==> config.mk <==
export PLATFORM = sky130hd
export DESIGN_NAME = gamepad_serial_responder_top
export DESIGN_NICKNAME = d
export VERILOG_FILES = /design/src/rtl/gsr_pkg.sv /design/src/rtl/gamepad_serial_responder_top.sv /design/src/rtl/gsr_core.sv
export SDC_FILE = /design/constraint.sdc
export NUM_CORES = 1
export LEC_CHECK = 0
export BUFFER_PORTS_ARGS = -buffer_cell sky130_fd_sc_hd__clkbuf_2
export CAP_MARGIN = 20
export CORE_MARGIN = 8
export CORE_UTILIZATION = 63
export CTS_CLUSTER_DIAMETER = 30
export DETAILED_ROUTE_END_ITERATION = 6
export PLACE_DENSITY = 0.8
export SYNTH_ARGS = -nofsm -noshare
export SYNTH_HDL_FRONTEND = slang
export SYNTH_SLANG_ARGS = --single-unit
export TNS_END_PERCENT = 1
==> constraint.sdc <==
create_clock -name clk -period 3.6 [get_ports clk]
set_input_delay 0 -clock clk [delete_from_list [all_inputs] [get_ports clk]]
set_output_delay 0 -clock clk [all_outputs]
set_load 0.005 [all_outputs]
==> src/rtl/gsr_pkg.sv <==
package gsr_pkg;

	typedef logic [7:0] byte_t;
	typedef byte_t byte6_t [6];

	typedef enum logic [1:0] {
		ACT_START = 2'd0,
		ACT_BYTE  = 2'd1,
		ACT_ABORT = 2'd2,
		ACT_RESET = 2'd3
	} action_t;

	typedef struct packed {
		logic [7:0] reply;
		logic       ack;
		logic       done;
		logic [4:0] pos;
	} result_t;

	localparam byte_t MODE_DIG = 8'h41;
	localparam byte_t MODE_ANA = 8'h73;
	localparam byte_t MODE_NAT = 8'h79;
	localparam byte_t ID_CONFIG = 8'hf3;
	localparam byte_t ID_TAIL   = 8'h5a;
	localparam byte_t IDLE_BYTE = 8'hff;

	localparam byte_t CMD_STATUS    = 8'h40;
	localparam byte_t CMD_MASK_QRY  = 8'h41;
	localparam byte_t CMD_POLL      = 8'h42;
	localparam byte_t CMD_CONFIG    = 8'h43;
	localparam byte_t CMD_SET_MODE  = 8'h44;
	localparam byte_t CMD_MODEL     = 8'h45;
	localparam byte_t CMD_ACT_INFO  = 8'h46;
	localparam byte_t CMD_COMB_INFO = 8'h47;
	localparam byte_t CMD_MODE_INFO = 8'h4c;
	localparam byte_t CMD_MOTOR     = 8'h4d;
	localparam byte_t CMD_NATIVE    = 8'h4f;

	localparam logic [4:0] LEN_DIG = 5'd5;
	localparam logic [4:0] LEN_ANA = 5'd9;
	localparam logic [4:0] LEN_NAT = 5'd21;

	localparam int RESP_LEN = 6;
	localparam int BUF_LEN  = 18;

	localparam byte6_t T_STATUS = '{8'h00, 8'h00, 8'h02, 8'h00, 8'h00, 8'h5a};
	localparam byte6_t T_MODEL  = '{8'h03, 8'h02, 8'h00, 8'h02, 8'h01, 8'h00};
	localparam byte6_t T_ACT0   = '{8'h00, 8'h00, 8'h01, 8'h02, 8'h00, 8'h0a};
	localparam byte6_t T_ACT1   = '{8'h00, 8'h00, 8'h01, 8'h01, 8'h01, 8'h14};
	localparam byte6_t T_COMB   = '{8'h00, 8'h00, 8'h02, 8'h00, 8'h01, 8'h00};
	localparam byte6_t T_MODE0  = '{8'h00, 8'h00, 8'h00, 8'h04, 8'h00, 8'h00};
	localparam byte6_t T_MODE1  = '{8'h00, 8'h00, 8'h00, 8'h07, 8'h00, 8'h00};
	localparam byte6_t T_NATIVE = '{8'h00, 8'h00, 8'h00, 8'h00, 8'h00, 8'h5a};

endpackage

==> src/rtl/gamepad_serial_responder_top.sv <==
// Controller-side byte responder for a gamepad serial link. Each input word is an action
// (start, command byte, abort, reset) with the host's command byte; each one yields exactly one
// output word: the reply byte for the next position, an ack request, a done flag on tlast and the
// byte position. One word is accepted every cycle while the master side is not stalled; each word
// passes the input register and then the result register before it is offered on the master side:
// the whole per-byte decode, including the six-byte table loads into the response buffer, runs in
// one pass between the input register and the result register. s_tready follows m_tready through
// the input stage, so a stalled output holds the input register and then the slave side.
module gamepad_serial_responder_top import gsr_pkg::*; (
	input  logic        clk,
	input  logic        arst_n,
	input  logic        s_tvalid,
	output logic        s_tready,
	input  logic [7:0]  s_tdata,  // [7:0] command_byte
	input  logic [1:0]  s_tuser,  // [1:0] action
	output logic        m_tvalid,
	input  logic        m_tready,
	output logic [15:0] m_tdata,  // [7:0] reply_byte, [8] send_ack, [13:9] byte_position, zero pad
	output logic        m_tlast   // transaction_done
);

	logic    vld_s1;
	action_t act_s1;
	byte_t   byte_s1;
	logic    out_vld_q;
	result_t out_res_q;
	result_t res;
	logic    adv;

	assign adv      = vld_s1 && (!out_vld_q || m_tready);
	assign s_tready = !vld_s1 || adv;

	always_ff @(posedge clk or negedge arst_n) begin
		if (!arst_n) begin
			vld_s1 <= 1'b0;
		end else if (s_tready) begin
			vld_s1 <= s_tvalid;
		end
	end

	always_ff @(posedge clk) begin
		if (s_tready && s_tvalid) begin
			act_s1  <= action_t'(s_tuser);
			byte_s1 <= s_tdata;
		end
	end

	gsr_core u_core (
		.clk       (clk),
		.arst_n    (arst_n),
		.fire      (adv),
		.action    (act_s1),
		.host_byte (byte_s1),
		.res       (res)
	);

	always_ff @(posedge clk or negedge arst_n) begin
		if (!arst_n) begin
			out_vld_q <= 1'b0;
		end else if (adv) begin
			out_vld_q <= 1'b1;
		end else if (m_tready) begin
			out_vld_q <= 1'b0;
		end
	end

	always_ff @(posedge clk) begin
		if (adv) out_res_q <= res;
	end

	assign m_tvalid = out_vld_q;
	assign m_tdata  = {2'b00, out_res_q.pos, out_res_q.ack, out_res_q.reply};
	assign m_tlast  = out_res_q.done;

	// a word waiting in the input stage is held while the output is stalled
	a_s1_hold: assert property (@(posedge clk) disable iff (!arst_n)
		vld_s1 && out_vld_q && !m_tready |=> vld_s1 && $stable(act_s1) && $stable(byte_s1))
		else $error("input stage lost a word under output stall");

	// a result only appears from a word in the input stage
	a_out_src: assert property (@(posedge clk) disable iff (!arst_n)
		$rose(out_vld_q) |-> $past(vld_s1))
		else $error("result without a source word");

	// an ack is never requested on the word that ends a transaction
	a_ack_done: assert property (@(posedge clk) disable iff (!arst_n)
		out_vld_q && out_res_q.done |-> !out_res_q.ack && out_res_q.reply == IDLE_BYTE)
		else $error("ack or reply data on a closing word");

endmodule

==> src/rtl/gsr_core.sv <==
module gsr_core import gsr_pkg::*; (
	input  logic    clk,
	input  logic    arst_n,
	input  logic    fire,
	input  action_t action,
	input  byte_t   host_byte,
	output result_t res
);

	byte_t      mode_q, mode_d;
	logic       cfg_q, cfg_d;
	byte_t      pend_mode_q, pend_mode_d;
	logic       pend_cfg_q, pend_cfg_d;
	byte_t      motor_q [6];
	byte_t      motor_d [6];
	logic       lock_q, lock_d;
	byte_t      mask_q [3];
	byte_t      mask_d [3];
	byte_t      rbuf_q [BUF_LEN];
	byte_t      rbuf_d [BUF_LEN];
	byte_t      cmd_q, cmd_d;
	logic [4:0] cnt_q, cnt_d;
	logic [4:0] flen_q, flen_d;
	logic       in_tx_q, in_tx_d;

	logic [4:0] idx, rp;
	logic [2:0] off;

	always_comb begin
		mode_d      = mode_q;
		cfg_d       = cfg_q;
		pend_mode_d = pend_mode_q;
		pend_cfg_d  = pend_cfg_q;
		motor_d     = motor_q;
		lock_d      = lock_q;
		mask_d      = mask_q;
		rbuf_d      = rbuf_q;
		cmd_d       = cmd_q;
		cnt_d       = cnt_q;
		flen_d      = flen_q;
		in_tx_d     = in_tx_q;
		res         = '{reply: IDLE_BYTE, ack: 1'b0, done: 1'b0, pos: 5'd0};
		idx         = cnt_q;
		rp          = cnt_q + 5'd1;
		off         = 3'(cnt_q - 5'd3);

		if (fire) begin
			unique case (action)
				ACT_START: begin
					if (in_tx_q) begin
						mode_d = pend_mode_q;
						cfg_d  = pend_cfg_q;
					end
					if (cfg_d || mode_d == MODE_ANA) flen_d = LEN_ANA;
					else if (mode_d == MODE_NAT) flen_d = LEN_NAT;
					else flen_d = LEN_DIG;
					cnt_d   = 5'd0;
					in_tx_d = 1'b1;
				end
				ACT_ABORT: begin
					if (in_tx_q) begin
						mode_d   = pend_mode_q;
						cfg_d    = pend_cfg_q;
						in_tx_d  = 1'b0;
						res.done = 1'b1;
						res.pos  = cnt_q;
					end
				end
				ACT_RESET: begin
					mode_d      = MODE_DIG;
					cfg_d       = 1'b0;
					pend_mode_d = MODE_DIG;
					pend_cfg_d  = 1'b0;
					for (int i = 0; i < 6; i++) motor_d[i] = 8'hff;
					lock_d    = 1'b0;
					mask_d[0] = 8'hff;
					mask_d[1] = 8'hff;
					mask_d[2] = 8'h03;
					in_tx_d   = 1'b0;
					cnt_d     = 5'd0;
				end
				ACT_BYTE: begin
					if (!in_tx_q || cnt_q >= flen_q) begin
						in_tx_d = 1'b0;
					end else begin
						if (idx == 5'd1) begin
							cmd_d = host_byte;
							case (host_byte) inside
								CMD_STATUS:
									for (int i = 0; i < RESP_LEN; i++) rbuf_d[i] = T_STATUS[i];
								CMD_MASK_QRY: begin
									for (int i = 0; i < RESP_LEN; i++) rbuf_d[i] = 8'h00;
									if (mode_q != MODE_DIG) begin
										rbuf_d[0] = mask_q[0];
										rbuf_d[1] = mask_q[1];
										rbuf_d[2] = mask_q[2];
										rbuf_d[5] = ID_TAIL;
									end
								end
								CMD_POLL, CMD_CONFIG:
									for (int i = 0; i < BUF_LEN; i++) rbuf_d[i] = 8'h00;
								CMD_SET_MODE:
									for (int i = 0; i < RESP_LEN; i++) rbuf_d[i] = 8'h00;
								CMD_MODEL: begin
									for (int i = 0; i < RESP_LEN; i++) rbuf_d[i] = T_MODEL[i];
									rbuf_d[2] = (mode_q != MODE_DIG) ? 8'h01 : 8'h00;
								end
								CMD_ACT_INFO, CMD_MODE_INFO:
									rbuf_d[0] = 8'h00;
								CMD_COMB_INFO:
									for (int i = 0; i < RESP_LEN; i++) rbuf_d[i] = T_COMB[i];
								CMD_MOTOR:
									for (int i = 0; i < RESP_LEN; i++) rbuf_d[i] = motor_q[i];
								CMD_NATIVE: begin
									pend_mode_d = MODE_NAT;
									for (int i = 0; i < RESP_LEN; i++) rbuf_d[i] = T_NATIVE[i];
								end
								default:
									for (int i = 0; i < BUF_LEN; i++) rbuf_d[i] = 8'hff;
							endcase
						end else begin
							if (idx == 5'd3) begin
								if (cmd_q == CMD_CONFIG) pend_cfg_d = (host_byte == 8'h01);
								if (cmd_q == CMD_SET_MODE)
									pend_mode_d = (host_byte != 8'h00) ? MODE_ANA : MODE_DIG;
								// pages other than 0 and 1 leave the buffer alone
								if (cmd_q == CMD_ACT_INFO) begin
									if (host_byte == 8'h00)
										for (int i = 0; i < RESP_LEN; i++) rbuf_d[i] = T_ACT0[i];
									else if (host_byte == 8'h01)
										for (int i = 0; i < RESP_LEN; i++) rbuf_d[i] = T_ACT1[i];
								end
								if (cmd_q == CMD_MODE_INFO) begin
									if (host_byte == 8'h00)
										for (int i = 0; i < RESP_LEN; i++) rbuf_d[i] = T_MODE0[i];
									else if (host_byte == 8'h01)
										for (int i = 0; i < RESP_LEN; i++) rbuf_d[i] = T_MODE1[i];
								end
							end
							if (idx == 5'd4 && cmd_q == CMD_SET_MODE) lock_d = (host_byte != 8'h00);
							if (cmd_q == CMD_MOTOR && idx >= 5'd3 && idx <= 5'd8)
								motor_d[off] = host_byte;
							if (cmd_q == CMD_NATIVE && idx >= 5'd3 && idx <= 5'd5)
								mask_d[off[1:0]] = host_byte;
						end

						cnt_d   = rp;
						res.pos = idx;
						if (rp >= flen_q) begin
							// last word of the frame commits pending state
							mode_d   = pend_mode_d;
							cfg_d    = pend_cfg_d;
							in_tx_d  = 1'b0;
							res.done = 1'b1;
						end else begin
							res.ack = 1'b1;
							if (rp == 5'd1) res.reply = cfg_q ? ID_CONFIG : mode_q;
							else if (rp == 5'd2) res.reply = ID_TAIL;
							else if (rp >= 5'd3 && rp <= 5'd20) res.reply = rbuf_d[rp - 5'd3];
							else res.reply = IDLE_BYTE;
						end
					end
				end
				default: ;
			endcase
		end
	end

	always_ff @(posedge clk or negedge arst_n) begin
		if (!arst_n) begin
			mode_q      <= MODE_DIG;
			cfg_q       <= 1'b0;
			pend_mode_q <= MODE_DIG;
			pend_cfg_q  <= 1'b0;
			for (int i = 0; i < 6; i++) motor_q[i] <= 8'hff;
			lock_q    <= 1'b0;
			mask_q[0] <= 8'hff;
			mask_q[1] <= 8'hff;
			mask_q[2] <= 8'h03;
			for (int i = 0; i < BUF_LEN; i++) rbuf_q[i] <= 8'h00;
			cmd_q   <= 8'h00;
			cnt_q   <= 5'd0;
			flen_q  <= LEN_DIG;
			in_tx_q <= 1'b0;
		end else begin
			mode_q      <= mode_d;
			cfg_q       <= cfg_d;
			pend_mode_q <= pend_mode_d;
			pend_cfg_q  <= pend_cfg_d;
			motor_q     <= motor_d;
			lock_q      <= lock_d;
			mask_q      <= mask_d;
			rbuf_q      <= rbuf_d;
			cmd_q       <= cmd_d;
			cnt_q       <= cnt_d;
			flen_q      <= flen_d;
			in_tx_q     <= in_tx_d;
		end
	end

endmodule

==> results_dict.tcl <==
set metrics [dict create \
    synth-seq-area-share_pct 49.34 \
    post_cts_buffers 0 \
    n_fill_cell 1447 \
    finalSetupViolCount 0 \
    critPathMaxStageDelay_ns 0.86 \
    critPathLaunch "u_core.cnt_q[0]$_DFFE_PN0P_" \
    cap_violations 0 \
    drc 2 \
    start_util_pct 64.19 \
    core_sq_mm 0.02264 \
    r2r_cells 10 \
    ant_nets 0 \
    dieArea_sq_mm 0.02818 \
    cts_root_buffer "clkbuf_16" \
    drv_slew 0 \
    final_layout_size_suffix_gt1_share_pct 26.42 \
    grt-ovfl-total 0 \
    yosysUniqueCellTypes 87 \
    die_w_um 167.9 \
    syn_avg_cell_area_sq_um 10.43 \
    finalWirelength_um 44000 \
    tns_ns 0 \
    peakVddDrop_v 0.0004710 \
    power_density_mw_per_mm2 709.0 \
    clk_pin_slew_worst_paths_ns 0.06 \
    critPathArrivalTime_ns 3.83 \
    final_cell_count_no_fill 1803 \
    ys_warn_count 0 \
    ctsLongestPathBuffers 3 \
    vias_per_cell 6.814 \
    critical_path_required_ns 3.93 \
    path_cells "ha_1 -> nor4b_2 -> and2_1 -> a31oi_2 -> buf_4 -> nand2_1 -> a32o_1 -> nand3_1 -> o211ai_1 -> o32ai_1" \
    layout.nets 1505 \
    period_share_pct 97.29 \
    status "finished, violations left" \
    rsz0062_at_grt "no" \
    clock_skew_ns 0.02429 \
    antenna_found_initial 0 \
    dp_hpwl_um 29360 \
    gp_congestion 1.006 \
    clk_latency_ns 0.56 \
    tightest_slew_ns 1.035 \
    critical-path-slowest-cell "a31oi_2" \
    die_y_um 167.9 \
    grt_start_max_net_pins 101 \
    rows 55 \
    min_path_type "in2async" \
    power.leakage_uw 0.007279 \
    ctsResizeCount 0 \
    num_io_pins 33 \
    relSlewSlack_pct 30.77 \
    numCtsBuffers 53 \
    endpoint_kind "register" \
    placed_cells 1690 \
    r2r_start "u_core.cnt_q[0]$_DFFE_PN0P_" \
    path_class "reg2reg" \
    netlist_area_sq_mm 0.01453 \
    routedWlPerCell_um 24.40 \
    path_max_fanout 15 \
    antenna_cells 0 \
    grt_pass1_vias 12230 \
    failed_checks "DRC" \
    synth_async_sr_flop_share_pct 91.01 \
    synthToLayoutAreaGrowth_pct 19.13 \
    synth-seq-cells 278 \
    drtIter0Drc 1306 \
    grt_pass1_wl_um 69470 \
    cts_tree "yes" \
    htree_levels 2 \
    p_total_uw 12270 \
    syn-instance-count 1394 \
    track_usage_pct 31.15 \
    timing.fmax_mhz 285.5 \
    critPathLaunchType "register" \
    drtPass1Iterations 7 \
    timing.final.crit_period_ns 3.502 \
    final-hold-violation-count 0 \
    cts.sinks 278 \
    vias 12290 \
    io_buffers 30 \
    synth-main-ff-cell "dfrtp_1" \
    synth-edff-count 25 \
]
==> where the power goes <==
| part | internal [uW] | switching, uW | leakage, uW |
|---|---|---|---|
| registers | 4030 | 520 | 0.00338 |
| logic | 1160 | 1460 | 0.00300 |
| clock network | 3400 | 1710 | 0.000898 |
==> area by class of cell <==
cell class | count | area, sq um | area share (%)
flip-flops and latches | 278 | 7174 | 41.44
multi-input cells | 975 | 6798 | 39.26
clock buffers | 66 | 1456 | 8.412
repair buffers | 127 | 960.9 | 5.550
clock inverters | 33 | 420.4 | 2.428
well taps | 285 | 356.6 | 2.060
inverters | 39 | 146.4 | 0.8456
==> placed cells by master, fill, tap and decap left out, types with 54 or more instances in the layout <==
cell type / Yosys / final
o21ai_0: 83 / 83
dfstp_2: 71 / 71
nand2_1: 87 / 86
mux2_2: 80 / 80
buf_4: 9 / 80
nor2_1: 100 / 99
o21a_1: 102 / 102
clkbuf_16: 0 / 54
dfrtp_1: 182 / 181
a21oi_1: 110 / 110
==> cell usage after synthesis (all sizes together) (7+ instances only) <==
library cell	count	area, sq um
a211oi	12	90.09
a21o	12	97.59
a21oi	116	625.6
a221oi	11	96.34
a222oi	10	100.1
a22o	16	140.1
a22oi	13	111.4
a31oi	19	125.1
and2	14	87.58
and3	7	43.79
buf	33	173.9
clkbuf	70	262.8
dfrtp	182	4554
dfstp	71	1866
edfxtp	25	750.7
ha	17	212.7
inv	39	146.4
mux2	81	912.1
mux2i	28	280.3
mux4	8	180.2
nand2	87	326.6
nand2b	18	112.6
nand3	31	155.2
nand4	9	56.30
nor2	101	386.6
nor2b	13	81.33
nor3	18	90.09
nor4	8	56.30
o211ai	12	90.09
o21a	102	765.7
o21ai	89	460.4
o221ai	16	140.1
o31ai	8	60.06
or2	8	50.05
xnor2	8	70.07
==> cells by family (layout without fill, tap and decap cells) <==
family	count (synthesis)	in the layout	share of synthesized area (%)
mux	117	117	9.445
other cells	1	2	0.02580
simple gates	339	339	11.83
flops	278	278	49.34
xor+xnor	10	10	0.6027
compound gates	490	490	23.28
buf+inv	142	265	4.012
fa+ha+maj	17	17	1.464
==> per-layer routing <==
metal | GRT usage (%) | share of wire [%]
met1 | 40.44 | 39
met2 | 48.75 | 46
met3 | 6.314 | 9.5
met4 | 16.65 | 5.3
met5 | 0 | 0
==> registers in the layout (all words and copies together) (netlist names), 3 cells and up <==
register	count
byte_s1	8
m_tdata	14
u_core.cmd_q	8
u_core.cnt_q	5
u_core.flen_q	3
u_core.mask_q	24
u_core.mode_q	8
u_core.motor_q	48
u_core.pend_mode_q	8
u_core.rbuf_q	144
==> critical path: cells and delay by family, from the launching register on <==
kind	cells	cell delay, ns
and+or+nand+nor	4	0.60
buffers and inverters	1	0.30
DFF	1	0.54
AOI/OAI and AO/OA	4	1.58
adders and majority gates	1	0.27
==> stage by stage <==
| stage | setup WS (ns) | cell area, sq um | hold slack (ns) | utilization, % |
|---|---|---|---|---|
| after global routing | 0.02400 | 17310 | 0.1535 | 76.47 |
| after global placement | 0.2429 | 15300 | 0.07743 | 67.56 |
| after detailed placement | 0.2318 | 15300 | 0.08533 | 67.56 |
| after floorplan | 0.3023 | 14540 | -0.2956 | - |
| after CTS | 0.2089 | 17310 | 0.1200 | 76.47 |
| final | 0.09752 | 17310 | 0.06366 | 76.47 |
==> repair_timing <==
action | 4_1_cts | 5_1_grt
setup endpoints to repair | 0 | 0
hold endpoints to repair | 108 | 0
hold buffers | 14 | 0
==> final timing paths <==
path | end | slack (ns)
setup / recovery | m_tdata[4]$_SDFFCE_PP1P_ | 0.1
hold / removal | u_core.mask_q[7]$_DFFE_PN0P_ | 0.06
setup reg to reg | m_tdata[4]$_SDFFCE_PP1P_ | 0.1
hold reg to reg | u_core.rbuf_q[140]$_DFFE_PN0P_ | 0.48
max in group asynchronous | u_core.rbuf_q[60]$_DFFE_PN0P_ | 2.55
min in group clk | byte_s1[6]$_DFFE_PP_ | 0.18
Note: power is estimated with default switching activity, not from simulation.
